[config.mk]
export PLATFORM = sky130hd
export DESIGN_NAME = sensor_report_conditioner
export DESIGN_NICKNAME = d
export VERILOG_FILES = /design/src/design/src_pkg.sv /design/src/design/src_div.sv /design/src/design/sensor_report_conditioner.sv
export SDC_FILE = /design/constraint.sdc
export NUM_CORES = 1
export LEC_CHECK = 0
export BUFFER_PORTS_ARGS = -buffer_cell sky130_fd_sc_hd__buf_2
export CAP_MARGIN = 20
export CELL_PAD_IN_SITES_DETAIL_PLACEMENT = 1
export CELL_PAD_IN_SITES_GLOBAL_PLACEMENT = 1
export CORE_MARGIN = 2
export CORE_UTILIZATION = 42
export CTS_BUF_LIST = sky130_fd_sc_hd__clkbuf_4 sky130_fd_sc_hd__clkbuf_8
export CTS_CLUSTER_SIZE = 20
export DETAILED_ROUTE_END_ITERATION = 16
export GPL_ROUTABILITY_DRIVEN = 0
export PLACE_DENSITY_LB_ADDON = 0.1
export SETUP_SLACK_MARGIN = 0.2
export SLEW_MARGIN = 20
export SYNTH_ARGS = -nofsm -noshare
export SYNTH_HDL_FRONTEND = slang
export SYNTH_SLANG_ARGS = --single-unit
[constraint.sdc]
create_clock -name clk_i -period 17.8 [get_ports clk_i]
set_input_delay 0 -clock clk_i [delete_from_list [all_inputs] [get_ports clk_i]]
set_output_delay 0 -clock clk_i [all_outputs]
set_load 0.01 [all_outputs]
[src/design/src_pkg.sv]
// ----------------------------------------------------------------------------
// src_pkg - sensor report conditioner package
// Shared widths, beat types, register indexes, the battery discharge table
// and the microcode program of the sequencer.
// ----------------------------------------------------------------------------
`default_nettype none

package src_pkg;

  // Field widths
  localparam int TEMP_W     = 18;
  localparam int RH_W       = 17;
  localparam int ADC_W      = 12;
  localparam int RTC_W      = 32;
  localparam int TC_W       = 15;
  localparam int RC_W       = 16;
  localparam int CV_W       = 12;
  localparam int PCT_W      = 7;
  localparam int UP_W       = 32;
  localparam int TICK_W     = 64;
  localparam int TICK_SHIFT = 15;   // 32768 ticks per second

  // Configuration port
  localparam int CFG_IDX_W  = 1;
  localparam int CFG_DATA_W = 16;
  localparam logic [CFG_IDX_W-1:0] REG_ADC_REF   = 1'd0;
  localparam logic [CFG_IDX_W-1:0] REG_HUM_LIMIT = 1'd1;
  localparam logic [ADC_W-1:0] ADC_REF_RESET   = 12'd1210;
  localparam logic [RC_W-1:0]  HUM_LIMIT_RESET = 16'd10000;

  // Shared multiplier; divide by ten is a multiply by ceil(2^22/10)
  localparam int MUL_A_W     = 18;
  localparam int MUL_B_W     = 19;
  localparam int PROD_W      = MUL_A_W + MUL_B_W;
  localparam int RECIP_SHIFT = 22;
  localparam logic [MUL_B_W-1:0] RECIP10 = 19'd419431;
  localparam int X_W         = 14;  // millivolts plus rounding term

  // Discharge table
  localparam int TABLE_ENTRIES = 8;
  localparam int TABLE_SLOTS   = 16;
  localparam int N_EFF  = (TABLE_ENTRIES > TABLE_SLOTS) ? TABLE_SLOTS : TABLE_ENTRIES;
  localparam int SLOT_W = $clog2(TABLE_SLOTS);
  localparam int WIDX_W = $clog2(TABLE_SLOTS + 1);
  localparam int VOLT_W = 9;

  // Iterative divider for the interpolation step
  localparam int DIV_W  = 16;
  localparam int DCNT_W = $clog2(DIV_W);

  // Beat types
  typedef struct packed {
    logic signed [TEMP_W-1:0] temp_milli_c;
    logic [RH_W-1:0]          rh_milli_pct;
    logic [ADC_W-1:0]         adc_sample;
    logic [RTC_W-1:0]         rtc_count;
  } in_beat_t;

  typedef struct packed {
    logic signed [TC_W-1:0] temp_centi_c;
    logic [RC_W-1:0]        rh_centi_pct;
    logic [CV_W-1:0]        battery_centivolts;
    logic [PCT_W-1:0]       battery_percent;
    logic [UP_W-1:0]        uptime_seconds;
  } out_beat_t;

  // Microcode
  typedef enum logic [3:0] {
    OP_NOP, OP_LOAD, OP_TICKS, OP_MUL, OP_WR_T, OP_WR_R, OP_MV, OP_WR_V,
    OP_WALK, OP_DIV_GO, OP_WR_P, OP_EMIT
  } op_e;

  typedef enum logic [2:0] {
    MS_TEMP, MS_RH, MS_ADC, MS_X, MS_SEG
  } msel_e;

  typedef enum logic [2:0] {
    CND_NEXT, CND_IN, CND_WALK, CND_DIV, CND_OUT
  } cnd_e;

  localparam int STEP_W = 4;

  typedef struct packed {
    op_e               op;
    msel_e             msel;
    cnd_e              cnd;
    logic [STEP_W-1:0] target;
  } uword_t;

  localparam logic [STEP_W-1:0] STEP_IDLE     = 4'd0;
  localparam logic [STEP_W-1:0] STEP_TICKS    = 4'd1;
  localparam logic [STEP_W-1:0] STEP_MUL_T    = 4'd2;
  localparam logic [STEP_W-1:0] STEP_WR_T     = 4'd3;
  localparam logic [STEP_W-1:0] STEP_MUL_R    = 4'd4;
  localparam logic [STEP_W-1:0] STEP_WR_R     = 4'd5;
  localparam logic [STEP_W-1:0] STEP_MUL_A    = 4'd6;
  localparam logic [STEP_W-1:0] STEP_MV       = 4'd7;
  localparam logic [STEP_W-1:0] STEP_MUL_X    = 4'd8;
  localparam logic [STEP_W-1:0] STEP_WR_V     = 4'd9;
  localparam logic [STEP_W-1:0] STEP_WALK     = 4'd10;
  localparam logic [STEP_W-1:0] STEP_MUL_I    = 4'd11;
  localparam logic [STEP_W-1:0] STEP_DIV_GO   = 4'd12;
  localparam logic [STEP_W-1:0] STEP_DIV_WAIT = 4'd13;
  localparam logic [STEP_W-1:0] STEP_WR_P     = 4'd14;
  localparam logic [STEP_W-1:0] STEP_EMIT     = 4'd15;

  function automatic uword_t uw(input op_e op, input msel_e msel, input cnd_e cnd,
                                input logic [STEP_W-1:0] target);
    uword_t w;
    w.op     = op;
    w.msel   = msel;
    w.cnd    = cnd;
    w.target = target;
    return w;
  endfunction

  // Program store: one control word per step
  function automatic uword_t ucode(input logic [STEP_W-1:0] step);
    uword_t w;
    case (step)
      STEP_IDLE:     w = uw(OP_LOAD,   MS_TEMP, CND_IN,   STEP_IDLE);
      STEP_TICKS:    w = uw(OP_TICKS,  MS_TEMP, CND_NEXT, STEP_IDLE);
      STEP_MUL_T:    w = uw(OP_MUL,    MS_TEMP, CND_NEXT, STEP_IDLE);
      STEP_WR_T:     w = uw(OP_WR_T,   MS_TEMP, CND_NEXT, STEP_IDLE);
      STEP_MUL_R:    w = uw(OP_MUL,    MS_RH,   CND_NEXT, STEP_IDLE);
      STEP_WR_R:     w = uw(OP_WR_R,   MS_RH,   CND_NEXT, STEP_IDLE);
      STEP_MUL_A:    w = uw(OP_MUL,    MS_ADC,  CND_NEXT, STEP_IDLE);
      STEP_MV:       w = uw(OP_MV,     MS_ADC,  CND_NEXT, STEP_IDLE);
      STEP_MUL_X:    w = uw(OP_MUL,    MS_X,    CND_NEXT, STEP_IDLE);
      STEP_WR_V:     w = uw(OP_WR_V,   MS_X,    CND_NEXT, STEP_IDLE);
      STEP_WALK:     w = uw(OP_WALK,   MS_SEG,  CND_WALK, STEP_EMIT);
      STEP_MUL_I:    w = uw(OP_MUL,    MS_SEG,  CND_NEXT, STEP_IDLE);
      STEP_DIV_GO:   w = uw(OP_DIV_GO, MS_SEG,  CND_NEXT, STEP_IDLE);
      STEP_DIV_WAIT: w = uw(OP_NOP,    MS_SEG,  CND_DIV,  STEP_IDLE);
      STEP_WR_P:     w = uw(OP_WR_P,   MS_SEG,  CND_NEXT, STEP_IDLE);
      STEP_EMIT:     w = uw(OP_EMIT,   MS_SEG,  CND_OUT,  STEP_IDLE);
      default:       w = uw(OP_NOP,    MS_TEMP, CND_OUT,  STEP_IDLE);
    endcase
    return w;
  endfunction

  // Discharge table, centivolts; unused slots read as zero
  function automatic logic [VOLT_W-1:0] gauge_volts(input logic [SLOT_W-1:0] slot);
    logic [VOLT_W-1:0] v;
    case (slot)
      4'd0:    v = 9'd300;
      4'd1:    v = 9'd290;
      4'd2:    v = 9'd280;
      4'd3:    v = 9'd270;
      4'd4:    v = 9'd260;
      4'd5:    v = 9'd250;
      4'd6:    v = 9'd240;
      4'd7:    v = 9'd200;
      default: v = '0;
    endcase
    return v;
  endfunction

  // Discharge table, percent
  function automatic logic [PCT_W-1:0] gauge_pct(input logic [SLOT_W-1:0] slot);
    logic [PCT_W-1:0] c;
    case (slot)
      4'd0:    c = 7'd100;
      4'd1:    c = 7'd80;
      4'd2:    c = 7'd60;
      4'd3:    c = 7'd40;
      4'd4:    c = 7'd30;
      4'd5:    c = 7'd20;
      4'd6:    c = 7'd10;
      default: c = '0;
    endcase
    return c;
  endfunction

endpackage

`default_nettype wire

[src/design/src_div.sv]
// ----------------------------------------------------------------------------
// src_div - restoring divider
// One quotient bit per cycle while busy after start; when busy drops, the
// quotient holds until the next start.
// ----------------------------------------------------------------------------
`default_nettype none

module src_div import src_pkg::*; (
  input  wire logic              clk_i,
  input  wire logic              rst_ni,
  input  wire logic              start_i,
  input  wire logic [DIV_W-1:0]  dividend_i,
  input  wire logic [VOLT_W-1:0] divisor_i,
  output logic                   busy_o,
  output logic [DIV_W-1:0]       quotient_o
);

  logic              busy_q;
  logic [DCNT_W-1:0] cnt_q;
  logic [VOLT_W-1:0] rem_q;
  logic [VOLT_W-1:0] dvs_q;
  logic [DIV_W-1:0]  quo_q;

  logic [VOLT_W:0]   shifted;
  logic [VOLT_W+1:0] diff;
  logic              fits;

  // Trial subtract of the shifted partial remainder
  assign shifted = {rem_q, quo_q[DIV_W-1]};
  assign diff    = {1'b0, shifted} - {2'b00, dvs_q};
  assign fits    = !diff[VOLT_W+1];

  // Iteration count
  always_ff @(posedge clk_i or negedge rst_ni) begin
    if (!rst_ni) begin
      busy_q <= 1'b0;
      cnt_q  <= '0;
    end else if (start_i) begin
      busy_q <= 1'b1;
      cnt_q  <= DCNT_W'(DIV_W - 1);
    end else if (busy_q) begin
      if (cnt_q == '0) begin
        busy_q <= 1'b0;
      end else begin
        cnt_q <= cnt_q - 1'b1;
      end
    end
  end

  // Remainder and quotient shift
  always_ff @(posedge clk_i) begin
    if (start_i) begin
      rem_q <= '0;
      quo_q <= dividend_i;
      dvs_q <= divisor_i;
    end else if (busy_q) begin
      rem_q <= fits ? diff[VOLT_W-1:0] : shifted[VOLT_W-1:0];
      quo_q <= {quo_q[DIV_W-2:0], fits};
    end
  end

  assign busy_o     = busy_q;
  assign quotient_o = quo_q;

endmodule

`default_nettype wire

[src/design/sensor_report_conditioner.sv]
// ----------------------------------------------------------------------------
// sensor_report_conditioner - measurement set to report conversion
// Rounds temperature and humidity to hundredths, converts the supply sample
// to 10 mV units, interpolates a battery percent and keeps an uptime count.
// ----------------------------------------------------------------------------
//
//   channel  direction  handshake              payload
//   in       input      in_valid_i/in_stall_o  in_data_i   (in_beat_t)
//   out      output     out_valid_o/out_stall_i out_data_o (out_beat_t)
//   cfg      input      cfg_we_i               cfg_idx_i, cfg_data_i
//
// After acceptance a beat runs through ten fixed microcode steps and the table
// walk, one table entry per walk step; when the value falls between two entries,
// a multiply, the divider run and a percent write come on top. The next beat
// can be taken in the cycle after the result is registered.
// A new beat is taken only once the sequencer is back at its first step.
// A stalled result sits in the output register; the next beat is still
// accepted and waits at the last step until the register frees.
// Reset loads the register defaults and clears the tick total; no clear pass.
//
`default_nettype none

module sensor_report_conditioner import src_pkg::*; (
  input  wire logic                  clk_i,
  input  wire logic                  rst_ni,
  input  wire logic                  in_valid_i,
  output logic                       in_stall_o,
  input  wire in_beat_t              in_data_i,
  output logic                       out_valid_o,
  input  wire logic                  out_stall_i,
  output out_beat_t                  out_data_o,
  input  wire logic                  cfg_we_i,
  input  wire logic [CFG_IDX_W-1:0]  cfg_idx_i,
  input  wire logic [CFG_DATA_W-1:0] cfg_data_i
);

  // Sequencer and output register
  logic [STEP_W-1:0] step_q, step_d;
  logic              out_valid_q;
  out_beat_t         out_q;
  uword_t            uw_cur;

  // Configuration and state
  logic [ADC_W-1:0]  adc_ref_q;
  logic [RC_W-1:0]   hum_limit_q;
  logic [RTC_W-1:0]  last_rtc_q;
  logic [TICK_W-1:0] elapsed_q;
  logic [WIDX_W-1:0] idx_q;

  // Datapath
  in_beat_t               in_q;
  logic [PROD_W-1:0]      prod_q;
  logic [X_W-1:0]         x_q;
  logic signed [TC_W-1:0] tc_q;
  logic [RC_W-1:0]        rc_q;
  logic [CV_W-1:0]        cv_q;
  logic [PCT_W-1:0]       pct_q;

  logic                 in_acc, out_free;
  logic [MUL_A_W-1:0]   mul_a;
  logic [MUL_B_W-1:0]   mul_b;
  logic [TEMP_W:0]      t5, t5_neg;
  logic [MUL_A_W-1:0]   t_mag;
  logic [MUL_A_W-1:0]   rh5;
  logic [TC_W-1:0]      q_div10;
  logic [RC_W-1:0]      rh_round;
  logic [ADC_W+ADC_W-1:0] mv_sum;
  logic [RTC_W-1:0]     rtc_delta;
  logic [SLOT_W-1:0]    slot, slot_nx;
  logic [WIDX_W-1:0]    idx_nx;
  logic [VOLT_W-1:0]    hi_v, lo_v, seg_dv, seg_div;
  logic [PCT_W-1:0]     hi_c, lo_c, seg_dc;
  logic                 walk_end, walk_hit, walk_seg, has_next;
  logic                 div_busy;
  logic [DIV_W-1:0]     div_quo;

  assign uw_cur     = ucode(step_q);
  assign in_stall_o = (step_q != STEP_IDLE);
  assign in_acc     = in_valid_i && !in_stall_o;
  assign out_free   = !out_valid_q || !out_stall_i;

  // Rounding terms: thousandths plus five, magnitude for truncation to zero
  assign t5      = {in_q.temp_milli_c[TEMP_W-1], in_q.temp_milli_c} + (TEMP_W+1)'(5);
  assign t5_neg  = -t5;
  assign t_mag   = t5[TEMP_W] ? t5_neg[MUL_A_W-1:0] : t5[MUL_A_W-1:0];
  assign rh5     = MUL_A_W'(in_q.rh_milli_pct) + MUL_A_W'(5);
  assign q_div10 = prod_q[PROD_W-1:RECIP_SHIFT];
  assign rh_round = RC_W'(q_div10);
  assign mv_sum  = prod_q[ADC_W+ADC_W-1:0] + (ADC_W+ADC_W)'(1);

  // RTC step, wraps at the counter width
  assign rtc_delta = in_q.rtc_count - last_rtc_q;

  // Table walk flags
  assign slot     = idx_q[SLOT_W-1:0];
  assign slot_nx  = slot + 1'b1;
  assign idx_nx   = idx_q + 1'b1;
  assign hi_v     = gauge_volts(slot);
  assign hi_c     = gauge_pct(slot);
  assign lo_v     = gauge_volts(slot_nx);
  assign lo_c     = gauge_pct(slot_nx);
  assign walk_end = (idx_q >= WIDX_W'(N_EFF));
  assign walk_hit = !walk_end && (cv_q >= CV_W'(hi_v));
  assign has_next = (idx_nx < WIDX_W'(N_EFF));
  assign walk_seg = !walk_end && !walk_hit && has_next && (cv_q >= CV_W'(lo_v))
                    && (hi_v > lo_v) && (hi_c >= lo_c);
  assign seg_dv   = hi_v - cv_q[VOLT_W-1:0];
  assign seg_dc   = hi_c - lo_c;
  assign seg_div  = hi_v - lo_v;

  // Multiplier operand select
  always_comb begin
    case (uw_cur.msel)
      MS_TEMP: begin
        mul_a = t_mag;
        mul_b = RECIP10;
      end
      MS_RH: begin
        mul_a = rh5;
        mul_b = RECIP10;
      end
      MS_ADC: begin
        mul_a = MUL_A_W'(in_q.adc_sample);
        mul_b = MUL_B_W'(adc_ref_q);
      end
      MS_X: begin
        mul_a = MUL_A_W'(x_q);
        mul_b = RECIP10;
      end
      MS_SEG: begin
        mul_a = MUL_A_W'(seg_dv);
        mul_b = MUL_B_W'(seg_dc);
      end
      default: begin
        mul_a = '0;
        mul_b = '0;
      end
    endcase
  end

  // Next step
  always_comb begin
    step_d = step_q;
    case (uw_cur.cnd)
      CND_NEXT: step_d = step_q + 1'b1;
      CND_IN:   if (in_acc) step_d = step_q + 1'b1;
      CND_WALK: begin
        if (walk_end || walk_hit) begin
          step_d = uw_cur.target;
        end else if (walk_seg) begin
          step_d = step_q + 1'b1;
        end
      end
      CND_DIV:  if (!div_busy) step_d = step_q + 1'b1;
      CND_OUT:  if (out_free) step_d = uw_cur.target;
      default:  step_d = STEP_IDLE;
    endcase
  end

  // Sequencer state and output register
  always_ff @(posedge clk_i or negedge rst_ni) begin
    if (!rst_ni) begin
      step_q      <= STEP_IDLE;
      out_valid_q <= 1'b0;
      out_q       <= '0;
    end else begin
      step_q <= step_d;
      if (uw_cur.op == OP_EMIT && out_free) begin
        out_valid_q <= 1'b1;
        out_q.temp_centi_c       <= tc_q;
        out_q.rh_centi_pct       <= rc_q;
        out_q.battery_centivolts <= cv_q;
        out_q.battery_percent    <= pct_q;
        out_q.uptime_seconds     <= elapsed_q[TICK_SHIFT +: UP_W];
      end else if (!out_stall_i) begin
        out_valid_q <= 1'b0;
      end
    end
  end

  // Registers, tick total and walk index
  always_ff @(posedge clk_i or negedge rst_ni) begin
    if (!rst_ni) begin
      adc_ref_q   <= ADC_REF_RESET;
      hum_limit_q <= HUM_LIMIT_RESET;
      last_rtc_q  <= '0;
      elapsed_q   <= '0;
      idx_q       <= '0;
    end else begin
      if (cfg_we_i) begin
        case (cfg_idx_i)
          REG_ADC_REF:   adc_ref_q   <= cfg_data_i[ADC_W-1:0];
          REG_HUM_LIMIT: hum_limit_q <= cfg_data_i[RC_W-1:0];
          default:       ;
        endcase
      end
      case (uw_cur.op)
        OP_TICKS: begin
          elapsed_q  <= elapsed_q + {{(TICK_W-RTC_W){1'b0}}, rtc_delta};
          last_rtc_q <= in_q.rtc_count;
        end
        OP_WR_V: idx_q <= '0;
        OP_WALK: if (!walk_end && !walk_hit && !walk_seg) idx_q <= idx_nx;
        default: ;
      endcase
    end
  end

  // Datapath registers
  always_ff @(posedge clk_i) begin
    case (uw_cur.op)
      OP_LOAD:  if (in_acc) in_q <= in_data_i;
      OP_MUL:   prod_q <= PROD_W'(mul_a * mul_b);
      OP_WR_T:  tc_q <= t5[TEMP_W] ? $signed(-q_div10) : $signed(q_div10);
      OP_WR_R:  rc_q <= (rh_round > hum_limit_q) ? hum_limit_q : rh_round;
      OP_MV:    x_q <= {mv_sum[ADC_W+ADC_W-1:ADC_W], 2'b00} + X_W'(5);
      OP_WR_V:  cv_q <= CV_W'(q_div10);
      OP_WALK: begin
        if (walk_end) begin
          pct_q <= '0;
        end else if (walk_hit) begin
          pct_q <= hi_c;
        end
      end
      OP_WR_P:  pct_q <= hi_c - div_quo[PCT_W-1:0];
      default:  ;
    endcase
  end

  // Interpolation divider
  src_div u_div (
    .clk_i      (clk_i),
    .rst_ni     (rst_ni),
    .start_i    (uw_cur.op == OP_DIV_GO),
    .dividend_i (prod_q[DIV_W-1:0]),
    .divisor_i  (seg_div),
    .busy_o     (div_busy),
    .quotient_o (div_quo)
  );

  assign out_valid_o = out_valid_q;
  assign out_data_o  = out_q;

`ifndef ASSERT_OFF
  // The divider only runs while the sequencer waits on it
  a_div_in_wait: assert property (@(posedge clk_i) disable iff (!rst_ni)
    div_busy |-> step_q == STEP_DIV_WAIT)
    else $error("divider busy outside its wait step");

  // An accepted beat starts the program at the tick update
  a_accept_start: assert property (@(posedge clk_i) disable iff (!rst_ni)
    in_acc |=> step_q == STEP_TICKS)
    else $error("sequencer did not start after accept");

  // The walk never runs past the table end
  a_walk_bound: assert property (@(posedge clk_i) disable iff (!rst_ni)
    step_q == STEP_WALK |-> idx_q <= WIDX_W'(N_EFF))
    else $error("table walk index out of range");

  // Battery percent in range on every result
  a_pct_range: assert property (@(posedge clk_i) disable iff (!rst_ni)
    out_valid_o |-> out_data_o.battery_percent <= 7'd100)
    else $error("battery percent above 100");
`endif

endmodule

`default_nettype wire

### Word-level counts from Yosys, hierarchy flattened

Memory sizes are Yosys's and may differ from the RTL's.
Cells that the tools add are included.
W data, S select, Z words.

| cells by class | value |
|---|---|
| add/subtract/negate cells | 17 |
| $mul | 1 |
| $lt $le $gt $ge | 7 |
| equality and inequality tests | 39 |
| multiplexer cells | 31 |
| bitwise operators | 1 |
| reductions and logical operators | 35 |

Operators by type and width:

| cell | count |
|---|---|
| $pmux W7 S7 | 2 |
| $pmux W18 S5 | 1 |
| $add A64 B32 Y64 | 1 |
| $pmux W19 S3 | 1 |
| $eq A4 B3 Y1 const B | 10 |
| $mul A18 B19 Y37 | 1 |
| $mux W16 | 2 |
| $mux W4 | 8 |
| $sub A32 B32 Y32 | 1 |
| $mux W15 | 2 |
| $mux W9 | 3 |
| $add A24 B1 Y24 const B | 1 |
| $eq A4 B2 Y1 const B | 6 |
| $ge A12 B9 Y1 | 2 |
| $pmux W4 S5 | 1 |
| $add A18 B4 Y19 const B | 1 |
| $add A17 B3 Y18 const B | 1 |
| $mux W18 | 1 |
| $neg A18 Y18 | 1 |
| $sub A9 B9 Y9 | 2 |
| $eq A4 B4 Y1 const B | 4 |
| $gt A15 B16 Y1 | 1 |
| $neg A15 Y15 | 1 |
| $add A14 B3 Y14 const B | 1 |
| other kinds (32) | 76 |

| word-level totals | value |
|---|---|
| register bits | 435 |
| memory bits (read-only) | 352 |
| bits of input ports | 101 |
| output and inout port bits | 84 |
| word-level logic and storage cells | 162 |
| memories kept | 3 |

Memories:

| name | depth | bits a word | rd ports | clocked after Yosys merged registers in | write ports | line | RTL |
|---|---|---|---|---|---|---|---|
| (name not given) | 16 | 14 | 1 | 0 | 0 | src_pkg.sv:120 | `case (step)` |
| (name not given) | 8 | 8 | 1 | 0 | 0 | src_pkg.sv:145 | `case (slot)` |
| (name not given) | 8 | 8 | 1 | 0 | 0 | src_pkg.sv:145 |  |

### Depth between registers and ports, before layout

Gate-level depths: netlist of run 1.
An unclocked memory read counts as a cell.

| logic depth | value |
|---|---|
| depth after elaboration | 14 |
| mapped depth | 42 |

### By module

Synthesis of run 1 repeated with hierarchy kept, for this count alone.

| second synthesis, totals | value |
|---|---|
| cells, all modules | 3138 |
| area, all modules | 32533.7 µm² |

Modules (own cells, without submodules):

| module | instances | cells an instance | area each (µm²) |
|---|---|---|---|
| sensor_report_conditioner | 1 | 2970 | 30486.7 |
| src_div | 1 | 168 | 2047.0 |

### Worst setup path after synthesis of run 1

Ideal clock, no wire load.

| timing | value |
|---|---|
| kind | reg2reg |
| start point | reg idx_q[0] |
| end point | reg prod_q[30], data pin |
| data arrival time | 8.627 ns |
| data required time | 17.540 ns |
| slack | 8.913 ns |
| cell stages (with the launch flop) | 40 |
| clock period less this slack | 8.887 ns |
| cell sequence | dfrtp_1 -> clkbuf_1 -> inv_1 -> ha_1 -> inv_1 -> o21ai_0 -> inv_1 -> ha_1 -> a21o_1 -> a21oi_1 -> o22ai_1 -> nor2_1 -> xnor2_1 -> nand2_1 -> o21ai_0 -> a221oi_1 -> buf_2 -> nor2_1 -> [... 4 more ...] -> fa_1 -> inv_1 -> fa_1 -> inv_1 -> fa_1 -> inv_1 -> fa_1 -> inv_1 -> ha_1 -> a21oi_1 -> o21ai_0 -> a2111oi_1 -> o211ai_1 -> a31oi_1 -> o21bai_1 -> a21o_1 -> a21oi_1 -> xnor2_1 |

| on the way | value |
|---|---|
| word-level cells in the longest chain between the ends | 6 |

RTL lines:

| item | line | RTL |
|---|---|---|
| start, declared | sensor_report_conditioner.sv:48 | `logic [WIDX_W-1:0] idx_q;` |
| start signal, assigned | sensor_report_conditioner.sv:203 | `OP_WALK: if (!walk_end && !walk_hit && !walk_seg) idx_q <= idx_nx;` |
| $add A4 B1 Y4 | sensor_report_conditioner.sv:96 | `assign slot_nx = slot + 1'b1;` |
| $eq A4 B3 Y1, or another cell as far along | src_pkg.sv:162 | `case (slot)` |
| $pmux W7 S7 | src_pkg.sv:162 |  |
| $sub A7 B7 Y7 | sensor_report_conditioner.sv:108 | `assign seg_dc = hi_c - lo_c;` |
| $pmux W19 S3 | sensor_report_conditioner.sv:113 | `case (uw_cur.msel)` |
| $mul A18 B19 Y37 * | sensor_report_conditioner.sv:213 | `OP_MUL: prod_q <= PROD_W'(mul_a * mul_b);` |
| end signal, assigned | sensor_report_conditioner.sv:213 |  |
| end, declared | sensor_report_conditioner.sv:52 | `logic [PROD_W-1:0] prod_q;` |

Every way passes the cells marked *; elsewhere a longest branch is shown, timed or not.
A chain may end at the register's enable or synchronous reset.

### Worst setup path in the final report of run 1

| timing | value |
|---|---|
| start point | reg idx_q[0] |
| end point | reg prod_q[36], data pin |

The elaborated chain is that of the path after synthesis.

==> impl_metrics.json, run 1 <==
{
  "critPathKind": "reg -> reg",
  "gr-max-usage-layer": "met2",
  "start_kind": "flop",
  "synth.ff_latch_count": 415,
  "hold_ws_ps": 39.7,
  "synth_area_sq_um": 32400,
  "first_pass_iters": 5,
  "grt_pass1_vias": 27200,
  "path_max_fanout": 12,
  "num_rows": 101,
  "met2_usage": 0.450,
  "die_h_um": 282,
  "cp-end-kind": "flop",
  "grt_max_degree": 75,
  "hp-class": "in -> reg",
  "yosys_most_used_dff": "edfxtp_1",
  "vias": 24700,
  "avgSynthCellArea_sq_um": 10.2,
  "finalSetupTns_ps": 0,
  "ys_seq_area_frac": 0.351,
  "syn_inst": 3181,
  "crit_family": "adder cells",
  "finalHoldViolations": 0,
  "synth_edf_count": 202,
  "critPathMaxStageDelay_ps": 820,
  "dieArea_sq_um": 79400,
  "grt_util_all_layers": 0.252,
  "status": "finished clean",
  "synth.most_common_cell": "inv_1",
  "arrival_ps": 10760,
  "wl_per_cell_um": 21.2,
  "cp_common_cell": "inv_1",
  "netlist.area_leader.share": 0.187,
  "port_buffers": 184,
  "critical_path_required_ps": 18200,
  "cts_buffers": 77,
  "r2r_slack_ps": 7440,
  "clock_skew_ps": 41.7,
  "yosysUniqueCellTypes": 103,
  "path_buf_inv": 10,
  "syn_to_final_growth_pct": 16.8,
  "use_met1": 0.309,
  "clock_latency_ps": 680,
  "fin_nets": 4178,
  "slew_headroom": 0.310,
  "io_pins": 185,
  "drv_cap": 0,
  "min_period_ps": 10360,
  "cts_buffer_depth": 3,
  "cts.sinks": 415,
  "rsz0062_at_grt": "false",
  "drive_gt1_frac": 0.153,
  "grt-ovfl-total": 0,
  "async_flop_share": 0.492,
  "fp.coreArea_sq_um": 76200,
  "finalMaxSlewViolations": 0,
  "cts_tree": "yes",
  "cts_hold_buf": 145,
  "crit_slowest_cell": "a2111oi_1",
  "die_x_um": 282,
  "postCtsSetupRepairBufs": 0,
  "start_util": 0.425,
  "worst_slew_pin_slew_ps": 1030,
  "post_cts_resized": 0,
  "drt_iter0_markers": 1090,
  "min_period_over_period": 0.582,
  "route.detailed.drc": 0,
  "cts.clk_slew.worst_paths_ps": 60,
  "finalWirelength_mm": 98.8,
  "detail-route-antenna-nets": 0,
  "yosys-top-cells-area": "edfxtp_1, dfrtp_1, fa_1",
  "hpwlAfterDp_mm": 76.5,
  "yosys_warnings": 0,
  "synth_common_cells": "inv_1, nand2_1, ha_1, fa_1, edfxtp_1",
  "antenna_found_initial": 3,
  "htree_num_levels": 3,
  "synth_largest_area_cell": "edfxtp_1",
  "grt_pass1_wl_mm": 154,
  "fmax_mhz": 96.5,
  "use_met3": 0.0388,
  "finalSetupViolations": 0,
  "cts_root_buffer": "clkbuf_8",
  "routed_via_density": 5.29
}
[layout make-up]
type	count	area [sq um]
Tap cell	1030	1290
Timing Repair Buffer	367	2700
Clock inverter	36	355
Inverter	452	1700
Antenna cell	1	2.50
Sequential cell	415	11400
Fill cell	8427	38400
Multi-Input combinational cell	2250	19100
Clock buffer	108	1360
[sequential cells by signal, indices dropped and copies added, names as in the netlist, 8 cells and up]
signal,count
u_div.dvs_q,8
hum_limit_q,16
elapsed_q,47
prod_q,37
tc_q,15
u_div.quotient_o,16
last_rtc_q,32
adc_ref_q,12
in_q,79
rc_q,16
cv_q,12
u_div.rem_q,9
out_data_o,82
x_q,12
[kinds of logic after synthesis]
group	after synthesis	synth area share
AND/OR/NAND/NOR	770	0.112
AO/OA/AOI/OAI	589	0.117
buffers and inverters	545	0.0648
adder cells (fa/ha/maj)	515	0.250
flip-flops	415	0.351
XOR/XNOR	199	0.0547
multiplexers	146	0.0504
other	2	0.000232
[layer usage]
layer	part of all wire	up-vias
li1	-	11500
met1	0.43	12500
met2	0.50	491
met3	0.043	155
met4	0.033	0
met5	0	-
[layout by cell type (no fill, tap or decap), types with 54 or more instances in the layout]
cell           netlist  routed
inv_1              450     450
ha_1               291     291
a21oi_1            151     151
xnor2_1            122     122
clkbuf_8             0      88
fa_1               223     223
xor2_1              73      73
dfrtp_1            193     193
nand3_1             58      58
dlygate4sd3_1        0     145
nand2_1            307     307
mux2_2             127     127
a21o_1              54      54
edfxtp_1           202     202
buf_2               18     183
o21ai_0            166     165
nor2_1             182     177
[per-stage QoR]
step | instance area (sq um) | std cells | utilization | setup WS [ps]
finish | 37800 | 4659 | 0.497 | 7440
global route | 37800 | 4659 | 0.497 | 6760
CTS | 37800 | 4656 | 0.496 | 7390
detailed placement | 34600 | 4367 | 0.455 | 7500
global placement | 34600 | 4366 | 0.454 | 7880
floorplan | 32500 | 3210 | - | 8910
[path summary, 6_finish.rpt]
check,from,to,depth (start not counted)
min,in_data_i[53],in_q[53],2
min in group asynchronous,rst_ni,last_rtc_q[5],4
max reg2reg,idx_q[0],prod_q[36],39
max in group asynchronous,rst_ni,adc_ref_q[6],4
min reg2reg,tc_q[6],out_data_o[73],1
max,idx_q[0],prod_q[36],39
Power of run 1 is not shown: default switching activity piles up to over one toggle a cycle in this logic, so the estimate is an artifact.
==> inputs of run 2 (changes only) <==
clock period = 10.8 ns   (was 17.8 ns; I/O delays follow)
==> impl_metrics.json, run 2 (same netlist as run 1, synthesis figures left out) <==
{
  "layout_commonest_cell": "inv_1",
  "cts.clk_slew.worst_paths_ps": 60,
  "vias": 24600,
  "finalWirelength_mm": 98.7,
  "hpwlAfterDp_mm": 76.2,
  "die_h_um": 282,
  "num_rows": 101,
  "largest_reg_flops": 82,
  "grt_pass1_vias": 27200,
  "cts_tree": "yes",
  "port_buffers": 184,
  "reg2regPathDepth": 39,
  "worstHoldPathCells": 2,
  "finalMaxSlewViolations": 0,
  "io_pins": 185,
  "critPathKind": "reg -> reg",
  "worst_slew_pin_slew_ps": 1060,
  "cts_root_buffer": "clkbuf_8",
  "detail-route-antenna-nets": 0,
  "hp-class": "in -> reg",
  "die_x_um": 282,
  "wl_per_cell_um": 21.2,
  "layout_common_cells": "inv_1, nand2_1, ha_1, fa_1, edfxtp_1",
  "finalSetupViolations": 0,
  "fmax_mhz": 100,
  "cp-end-kind": "flop",
  "drt_iter0_markers": 1194,
  "dieArea_sq_um": 79400,
  "fin_nets": 4181,
  "htree_num_levels": 3,
  "dr.max_layer_used": "met4",
  "rsz0062_at_grt": "false",
  "hold_ws_ps": 41.8,
  "start_kind": "flop",
  "critical_path_required_ps": 11210,
  "critPathMaxStageDelay_ps": 660,
  "wl_met1_mm": 42.4,
  "min_period_ps": 9990,
  "syn_to_final_growth_pct": 16.6,
  "crit_slowest_cell": "a2111oi_2",
  "cp_common_cell": "inv_1",
  "regMostFlops": "out_data_o",
  "postCtsSetupRepairBufs": 0,
  "grt_pass1_wl_mm": 154,
  "arrival_ps": 10400,
  "fillCellCount": 8539,
  "reg_top3": "out_data_o (82), in_q (79), elapsed_q (47)",
  "grt_util_all_layers": 0.253,
  "start_util": 0.425,
  "routed_via_density": 5.28,
  "cts_buffers": 78,
  "met3_length_mm": 4.14,
  "min_period_over_period": 0.925,
  "clock_latency_ps": 700,
  "finalSetupTns_ps": 0,
  "utilization": 0.496,
  "status": "finished clean",
  "fp.coreArea_sq_um": 76200,
  "path_max_fanout": 12,
  "first_pass_iters": 5,
  "slew_headroom": 0.295,
  "route.detailed.drc": 0,
  "drv_cap": 0,
  "clock_skew_ps": 47.4,
  "cts_buffer_depth": 3,
  "cts.sinks": 415,
  "finalHoldViolations": 0,
  "grt-ovfl-total": 0,
  "grt_max_degree": 83,
  "drive_gt1_frac": 0.153,
  "antenna_found_initial": 2,
  "wl_met2_mm": 48.9
}
-- run 2: final timing paths --
path / end / start / slack [ps]
setup / recovery: prod_q[36] / idx_q[0] / 810
hold / removal: in_q[58] / in_data_i[58] / 40
setup reg to reg: prod_q[36] / idx_q[0] / 810
hold reg to reg: out_data_o[62] / rc_q[11] / 470
max in group asynchronous: adc_ref_q[6] / rst_ni / 8500
min in group asynchronous: last_rtc_q[12] / rst_ni / 440
-- run 2: stage by stage --
stage,instances,instance area [sq um],worst slack (ps)
6_report,4661,37800,808
5_1_grt,4661,37800,224
4_1_cts,4658,37700,583
3_5_place_dp,4369,34600,649
3_3_place_gp,4369,34600,962
2_1_floorplan,3210,32500,1910
-- run 2: final cells by class --
class	instances	area, sq um	area share
diodes	1	2.50	0.0000663
inverters	452	1700	0.0449
multi-input cells	2250	19100	0.505
well taps	1030	1290	0.0341
clock buffers	116	1390	0.0368
repair buffers	369	2720	0.0721
flip-flops and latches	415	11400	0.301
clock inverters	28	216	0.00573
-- run 2: repair_timing --
action / in CTS / in global routing
hold buffers: 145 / 0
endpoints found under the hold margin: 205 / 0
endpoints found under the setup margin: 0 / 7
resized for setup: 0 / 2
-- run 2: worst max-delay path, delay by kind of cell (launching register included) --
family          cells  cell delay [ps]
xor+xnor            2              230
flops               1              550
simple gates        6              640
fa+ha+maj           9             4100
buf+inv             9              990
compound gates     13             3190
-- run 2: metal layers --
| layer | vias to the layer above | track usage |
|---|---|---|
| met5 | - | 0 |
| li1 | 11500 | - |
| met1 | 12500 | 0.318 |
| met3 | 161 | 0.0390 |
| met2 | 495 | 0.445 |
| met4 | 0 | 0.0818 |
Power of run 2 is left out for the same reason.
==> inputs of run 3 (changes only) <==
BUFFER_PORTS_ARGS = not set   (was -buffer_cell sky130_fd_sc_hd__buf_2)
DONT_BUFFER_PORTS = 1   (was not set)
==> impl_metrics.json, run 3 (same netlist as run 1, synthesis figures left out) <==
{
  "cts_buffers": 78,
  "cts_tree": "yes",
  "grt_pass1_wl_mm": 155,
  "fp.coreArea_sq_um": 76200,
  "finalSetupTns_ps": 0,
  "min_period_ps": 9920,
  "cts_buffer_depth": 3,
  "hold_start": "cfg_data_i[14]",
  "arrival_ps": 10390,
  "hold_ws_ps": 43.6,
  "wl_per_cell_um": 21.9,
  "grt-ovfl-total": 0,
  "utilization": 0.492,
  "finalHoldViolations": 0,
  "startpoint": "idx_q[0]",
  "finalWirelength_mm": 98.9,
  "fin_nets": 4033,
  "detail-route-antenna-nets": 0,
  "cp_common_cell": "inv_1",
  "path_buf_inv": 10,
  "grt_pass1_vias": 27100,
  "hp-class": "in -> reg",
  "drive_gt1_frac": 0.108,
  "min_period_over_period": 0.919,
  "critPathKind": "reg -> reg",
  "crit_family": "adder cells",
  "dieArea_sq_um": 79400,
  "fmax_mhz": 101,
  "worst_slew_pin_slew_ps": 1130,
  "rsz0062_at_grt": "false",
  "finalMaxSlewViolations": 0,
  "status": "finished clean",
  "port_buffers": 0,
  "die_h_um": 282,
  "reg2reg_from": "idx_q[0]",
  "drt_iter0_markers": 1155,
  "clock_skew_ps": 37.4,
  "num_rows": 101,
  "finalSetupViolations": 0,
  "io_pins": 185,
  "hpwlAfterDp_mm": 75.6,
  "start_kind": "flop",
  "critPathMaxStageDelay_ps": 590,
  "regMostFlops": "out_data_o",
  "antenna_found_initial": 9,
  "routed_via_density": 5.34,
  "reg_top3": "out_data_o (82), in_q (79), elapsed_q (47)",
  "route.detailed.drc": 0,
  "largest_reg_flops": 82,
  "die_x_um": 282,
  "layout_common_cells": "inv_1, nand2_1, ha_1, fa_1, edfxtp_1",
  "path_max_fanout": 12,
  "grt_util_all_layers": 0.254,
  "cts.clk_slew.worst_paths_ps": 70,
  "crit_slowest_cell": "fa_1",
  "first_pass_iters": 6,
  "cts.sinks": 415,
  "drv_cap": 0,
  "htree_num_levels": 3,
  "vias": 24100,
  "clock_latency_ps": 690,
  "critical_path_required_ps": 11270,
  "cts_root_buffer": "clkbuf_8",
  "cp-end-kind": "flop",
  "slew_headroom": 0.242,
  "grt_max_degree": 205,
  "layout_commonest_cell": "inv_1",
  "start_util": 0.425,
  "syn_to_final_growth_pct": 15.7
}
==> run 3: changes by cell type in the layout (fill, tap and decap cells not counted), moves of 5 or more <==
cell,delta
dlygate4sd3_1,+39
buf_2,-183
clkinv_2,-5
clkbuf_4,-8
clkbuf_8,+11
bufinv_16,+5
==> run 3: area by class of cell <==
class                      count  area, sq um
antenna                        5         12.5
clock buffer                 119         1480
clock inverter                25          333
fill                        8397        38700
inverter                     452         1700
multi-input combinational   2250        19100
sequential                   415        11400
tap                         1030         1290
timing repair buffer         221         2190
==> run 3: layer usage <==
| metal | track usage | up-vias | part of all wire |
|---|---|---|---|
| met3 | 0.0491 | 172 | 0.055 |
| met5 | 0 | - | 0.00054 |
| met4 | 0.0836 | 8 | 0.031 |
| met2 | 0.450 | 501 | 0.50 |
| li1 | - | 11200 | - |
| met1 | 0.310 | 12200 | 0.42 |
==> run 3: stage by stage <==
| step | instance area, sq um | std cells | setup slack [ps] |
|---|---|---|---|
| 2_1_floorplan | 32500 | 3210 | 1910 |
| 3_3_place_gp | 33700 | 4180 | 833 |
| 3_5_place_dp | 33700 | 4181 | 676 |
| 4_1_cts | 37400 | 4508 | 576 |
| 5_1_grt | 37500 | 4516 | 215 |
| 6_report | 37500 | 4517 | 877 |
==> run 3: worst paths after layout <==
path / slack [ps] / end / cells after the start
worst max-delay path: 880 / prod_q[33] / 40
worst min-delay path: 40 / hum_limit_q[14] / 2
worst max register to register: 880 / prod_q[33] / 40
worst min register to register: 480 / out_data_o[33] / 1
max in group asynchronous: 9440 / adc_ref_q[0] / 4
min in group asynchronous: 400 / last_rtc_q[5] / 3
==> run 3: repair_timing <==
item,4_1_cts,5_1_grt
hold endpoints to repair,333,70
endpoints found under the setup margin,0,8
hold buffers,183,1
setup buffers,0,0
gates resized for setup,0,4
Power of run 3 is left out for the same reason.
